### config.mk
export PLATFORM = sky130hd
export DESIGN_NAME = satl_ctrl
export DESIGN_NICKNAME = d
export VERILOG_FILES = /design/src/satl_pkg.sv /design/src/satl_ctrl.sv
export SDC_FILE = /design/constraint.sdc
export NUM_CORES = 1
export LEC_CHECK = 0
export BUFFER_PORTS_ARGS = -buffer_cell sky130_fd_sc_hd__buf_2
export CORE_AREA = 2 2 39 41
export CTS_CLUSTER_SIZE = 30
export DETAILED_ROUTE_END_ITERATION = 10
export DIE_AREA = 0 0 41 43
export PLACE_DENSITY_LB_ADDON = 0.15
export SETUP_SLACK_MARGIN = 0.5
export SYNTH_ARGS = -nofsm -noshare
export SYNTH_HDL_FRONTEND = slang
export SYNTH_SLANG_ARGS = --single-unit
### constraint.sdc
create_clock -name clk -period 2.4 [get_ports clk]
set_input_delay 0.24 -clock clk [delete_from_list [all_inputs] [get_ports clk]]
set_output_delay 0.24 -clock clk [all_outputs]
set_load 0.03 [all_outputs]
### src/satl_pkg.sv
// Package of the set-associative tag store: sizes, types and mode codes.
package satl_pkg;
  localparam int SET_COUNT = 64;
  localparam int WAY_COUNT = 4;
  localparam int OFFSET_BITS = 6;
  localparam int INDEX_BITS = $clog2(SET_COUNT);
  localparam int TAG_BITS = 32 - OFFSET_BITS - INDEX_BITS;
  localparam int RANK_BITS = $clog2(WAY_COUNT);
  localparam int ENTRY_BITS = 1 + TAG_BITS + RANK_BITS;
  localparam int ROW_BITS = WAY_COUNT * ENTRY_BITS;
  localparam logic [RANK_BITS-1:0] RANK_OLD = RANK_BITS'(WAY_COUNT - 1);

  typedef enum logic [2:0] {
    MODE_PROBE = 3'd0,
    MODE_TOUCH = 3'd1,
    MODE_WRITE_HIT = 3'd2,
    MODE_INSTALL = 3'd3,
    MODE_EVICT = 3'd4
  } mode_t;

  typedef struct packed {
    logic [2:0] mode;
    logic [31:0] address;
    logic [1:0] way_sel;
  } req_t;

  typedef struct packed {
    logic hit;
    logic [1:0] way_out;
    logic replaced;
    logic evicted;
    logic [31:0] evicted_address;
  } rsp_t;

  typedef struct packed {
    logic valid;
    logic [TAG_BITS-1:0] tag;
    logic [RANK_BITS-1:0] rank;
  } entry_t;

  // Controller commands to the datapath.
  typedef struct packed {
    logic capture;
    logic read;
    logic compute;
    logic clear;
    logic [INDEX_BITS-1:0] clear_index;
  } ctl_t;
endpackage

### src/satl_ctrl.sv
// Controller: clearing pass, request sequencing and output handshake.
module satl_ctrl (
  input  logic           clk,
  input  logic           rst,
  input  logic           in_valid,
  output logic           in_ready,
  output logic           out_valid,
  input  logic           out_ready,
  output satl_pkg::ctl_t ctl
);
  import satl_pkg::*;

  typedef enum logic [1:0] {S_CLEAR, S_IDLE, S_EXEC} state_t;
  state_t state;
  logic [INDEX_BITS-1:0] cnt;

  assign in_ready = (state == S_IDLE) && (!out_valid || out_ready);
  assign ctl.capture = in_valid && in_ready;
  assign ctl.read = ctl.capture;
  assign ctl.compute = (state == S_EXEC);
  assign ctl.clear = (state == S_CLEAR);
  assign ctl.clear_index = cnt;

  // State, clear counter and output valid.
  always_ff @(posedge clk) begin
    if (rst) begin
      state <= S_CLEAR;
      cnt <= '0;
      out_valid <= 1'b0;
    end else begin
      unique case (state)
        S_CLEAR: begin
          cnt <= cnt + 1'b1;
          if (cnt == INDEX_BITS'(SET_COUNT - 1)) begin
            state <= S_IDLE;
          end
        end
        S_IDLE: begin
          if (out_valid && out_ready) begin
            out_valid <= 1'b0;
          end
          if (ctl.capture) begin
            state <= S_EXEC;
          end
        end
        S_EXEC: begin
          out_valid <= 1'b1;
          state <= S_IDLE;
        end
        default: state <= S_IDLE;
      endcase
    end
  end
endmodule

Word level (Yosys, flattened, before mapping)
Cells that the tools add are included.
Cells by class
  add/subtract/negate cells: 1
  eq/ne operators: 6
  muxes and demuxes: 5
  reduce and logical (&&, ||, !) cells: 9
Operators with widths (count)
  $add A6 B1 Y6 const B: 1
  $eq A6 B6 Y1 const B: 1
  $mux W2: 2
  $ne A2 B1 Y1 const B: 2
  $pmux W2 S2: 1
  $reduce_and A2 Y1: 2
  $logic_and A1 B1 Y1: 3
  $eq A2 B1 Y1 const B: 1
  $eq A2 B2 Y1 const B: 1
  $logic_not A2 Y1: 1
  $ne A2 B2 Y1 const B: 1
  $pmux W1 S2: 1
  $reduce_bool A2 Y1: 1
  $logic_not A1 Y1: 1
  $logic_or A1 B1 Y1: 1
  $mux W1: 1
Word-level totals
  register bits after elaboration: 9
  input port bits: 4
  output and inout port bits: 12
  logic and storage cells: 24

Longest topological paths before layout
  depth in word-level cells: 6
  gate-level depth with buffers: 4
  gate-level depth less buffers: 4

Worst setup path before layout
No wires, ideal clock.
  path type: reg2out
  start point: register out_valid
  end point: output port in_ready
  data arrival time: 1.315 ns
  data required time: 2.160 ns
  setup slack: 0.845 ns
  stages on the path, launching flop included: 3
  path buffers: 0
  cells stage by stage: dfxtp_1 nor2b_1 nor3b_1
On the way
  cells in the longest elaborated chain, start to end: 3
RTL lines
  from (decl): line satl_ctrl.sv:7  | output logic out_valid,
  from (signal assigned): line satl_ctrl.sv:29  | out_valid <= 1'b0;
  from (signal assigned): line satl_ctrl.sv:40  | out_valid <= 1'b0;
  from (signal assigned): line satl_ctrl.sv:47  | out_valid <= 1'b1;
  $logic_not A1 Y1: line satl_ctrl.sv:17  | assign in_ready = (state == S_IDLE) && (!out_valid || out_ready);
  $logic_or A1 B1 Y1: line satl_ctrl.sv:17
  $logic_and A1 B1 Y1: line satl_ctrl.sv:17
  to (decl): line satl_ctrl.sv:6  | output logic in_ready,
No other way between the ends.

==> metrics.json <==
{
  "postSynth.asyncResetShare": {"value": 0},
  "power.density": {"value": 554, "unit": "mW/mm2"},
  "layout_worst_path_cycle_share": {"value": 0.623},
  "drc_violation_total_after_the_first_tritonroute_iteration": {"value": 7},
  "number_of_nets_in_the_layout": {"value": 70},
  "hold_class": {"value": "in -> reg"},
  "initial_core_utilization": {"value": 0.322},
  "synth.ff_latch_count": {"value": 9},
  "cts_setup_buffers": {"value": 0},
  "fill_cells": {"value": 151},
  "boundaryPins": {"value": 16},
  "hold_viol_final": {"value": 0},
  "pre_cts_slack": {"value": 0.998, "unit": "ns"},
  "power.static_leakage": {"value": 0.258, "unit": "nW"},
  "core.rowCount": {"value": 14},
  "multi_input_comb_area": {"value": 239, "unit": "um2"},
  "seq_area_frac_synth": {"value": 0.404},
  "num_antenna_cells": {"value": 0},
  "synth_top_flop_cell": {"value": "dfxtp_1"},
  "grt.overflow.total": {"value": 0},
  "worst_slew_pin_slew": {"value": 0.313, "unit": "ns"},
  "postLayoutSetupSlackWorst": {"value": 0.904, "unit": "ns"},
  "drc": {"value": 0},
  "timing.setup.tns": {"value": 0, "unit": "ns"},
  "setup_viol_count_final": {"value": 0},
  "first_global_vias": {"value": 336},
  "global_route.usage.met2": {"value": 0.169},
  "synth.cell_area": {"value": 445, "unit": "um2"},
  "globalRouteTotalUtil": {"value": 0.119},
  "worst_ir_drop_vdd": {"value": 352, "unit": "uV"},
  "proportion_of_layout_cells_with_a_drive_suffix_above_1": {"value": 0.375},
  "gp_congestion": {"value": 0.732},
  "cp-start-kind": {"value": "register"},
  "antenna_violating_nets_post_route": {"value": 0},
  "seq_area": {"value": 180, "unit": "um2"},
  "synthesis.nets": {"value": 53},
  "critical_path.endpoint_type": {"value": "output pin"},
  "placeableCoreArea": {"value": 0.00138, "unit": "mm2"},
  "power.total": {"value": 0.302, "unit": "mW"},
  "cts.htree.levels": {"value": 1},
  "final_util": {"value": 0.393},
  "numClockSinks": {"value": 9},
  "post_drt_via_cell_ratio": {"value": 4.66},
  "grt_busiest_layer": {"value": "met2"},
  "detail_route.wirelength": {"value": 836, "unit": "um"},
  "cts-hold-fix-buffers": {"value": 0},
  "maximum_clock_rate": {"value": 668, "unit": "MHz"},
  "tritoncts": {"value": "yes"},
  "fp.dieW": {"value": 41, "unit": "um"},
  "path_class": {"value": "reg -> out"},
  "fp.dieArea": {"value": 0.00176, "unit": "mm2"},
  "time_the_worst_path_needs_with_i_o_delays_and_setup": {"value": 1.50, "unit": "ns"},
  "netlist-cell-type-count": {"value": 25},
  "yosysWarnings": {"value": 0},
  "portbufs": {"value": 15},
  "grt_pass1_wl": {"value": 1.35, "unit": "mm"},
  "timing.critical_path.required": {"value": 2.16, "unit": "ns"},
  "synthesis.area_per_instance": {"value": 9.28, "unit": "um2"},
  "synthToLayoutAreaGrowth": {"value": 22.2, "unit": "%"},
  "worst_setup_hold_path_clk_slew": {"value": 0.06, "unit": "ns"},
  "clock_path_buffers": {"value": 2},
  "grt_setup_unrepaired": {"value": "no"},
  "worstPathArrival": {"value": 1.26, "unit": "ns"},
  "dr.pass1.iters": {"value": 4},
  "final.setup_skew": {"value": 0.00536, "unit": "ns"},
  "highest_fanout_seen_on_the_critical_path": {"value": 4},
  "worst_slew_margin_relative_to_its_limit": {"value": 0.791},
  "cap_violations": {"value": 0},
  "timing.hold.ws": {"value": 0.305, "unit": "ns"},
  "grt.met3_usage": {"value": 0.0942},
  "synth_enable_flop_cells": {"value": 0},
  "ctsResizeCount": {"value": 0},
  "final-max-slew-violation-count": {"value": 0},
  "syn-instance-count": {"value": 48},
  "cts-buffers-inserted": {"value": 3},
  "clk_latency": {"value": 0.26, "unit": "ns"},
  "wire_per_inst": {"value": 10.5, "unit": "um"},
  "grt.met1_usage": {"value": 0.130},
  "grt_antenna_before_repair": {"value": 0},
  "root_buffer": {"value": "clkbuf_4"},
  "largest_net_degree_at_the_start_of_global_routing": {"value": 13},
  "routed-via-count": {"value": 373},
  "die_height": {"value": 43, "unit": "um"},
  "status": {"value": "finished clean"}
}
## layout make-up
class                      instances  area share
clock buffer                       4      0.0483
multi-input combinational         35       0.439
inverter                           1     0.00690
tap                               16      0.0368
timing repair buffer              15       0.138
sequential                         9       0.331
## sequential cells by signal, indices dropped and copies added (netlist names)
register	flops
cnt	6
out_valid	1
state	2
## worst max-delay path: stages (launching register included)
cell and delay, ns:
dfxtp_1 0.32, nor2b_1 0.14, and4bb_2 0.33, buf_2 0.21
## kinds of logic after synthesis
family | Yosys count | synth area share
buffers and inverters | 4 | 0.0590
multiplexers | 3 | 0.0843
AO/OA/AOI/OAI | 5 | 0.0618
AND/OR/NAND/NOR | 24 | 0.323
adder cells (fa/ha/maj) | 1 | 0.0281
XOR/XNOR | 2 | 0.0393
flip-flops | 9 | 0.404
## cells in the final DEF (no fill, tap or decap), drive strengths merged, types with 2 or more instances in the layout
cell / netlist / final
mux2: 3 / 3
xnor2: 2 / 2
clkbuf: 1 / 4
nor2: 7 / 7
o21ai: 3 / 3
nor2b: 5 / 5
nand2: 3 / 3
nor3b: 3 / 3
dfxtp: 9 / 9
buf: 2 / 15
## synthesized netlist by cell type (2+ instances only)
| cell | n | share of area |
|---|---|---|
| nand2_1 | 3 | 0.025 |
| o21ai_0 | 3 | 0.034 |
| dfxtp_1 | 9 | 0.40 |
| nor2_1 | 6 | 0.051 |
| nor2b_1 | 5 | 0.070 |
| xnor2_1 | 2 | 0.039 |
| nor3b_1 | 2 | 0.034 |
## power by group
group	switching, mW	total (mW)	internal (mW)
sequential	0.00531	0.159	0.154
clock	0.0500	0.114	0.0639
combinational	0.0180	0.0286	0.0105
## through the flow
| stage | instances | cell area [um2] |
|---|---|---|
| 6_report | 80 | 544 |
| 5_1_grt | 80 | 544 |
| 4_1_cts | 80 | 544 |
| 3_5_place_dp | 76 | 518 |
| 3_3_place_gp | 76 | 518 |
| 2_1_floorplan | 48 | 445 |
## path summary, 6_finish.rpt
path | start | endpoint | slack [ns] | cells after the start
setup / recovery | out_valid | ctl[9] | 0.90 | 3
hold / removal | rst | cnt[0] | 0.30 | 2
setup reg to reg | cnt[0] | cnt[4] | 0.99 | 4
hold reg to reg | out_valid | out_valid | 0.50 | 2
## routing by layer
layer | share of wire | wire length, um
met2 | 0.46 | 386
met4 | 0 | 0
met3 | 0.081 | 68
met5 | 0 | 0
met1 | 0.46 | 382
(Power assumes the default switching activity.)
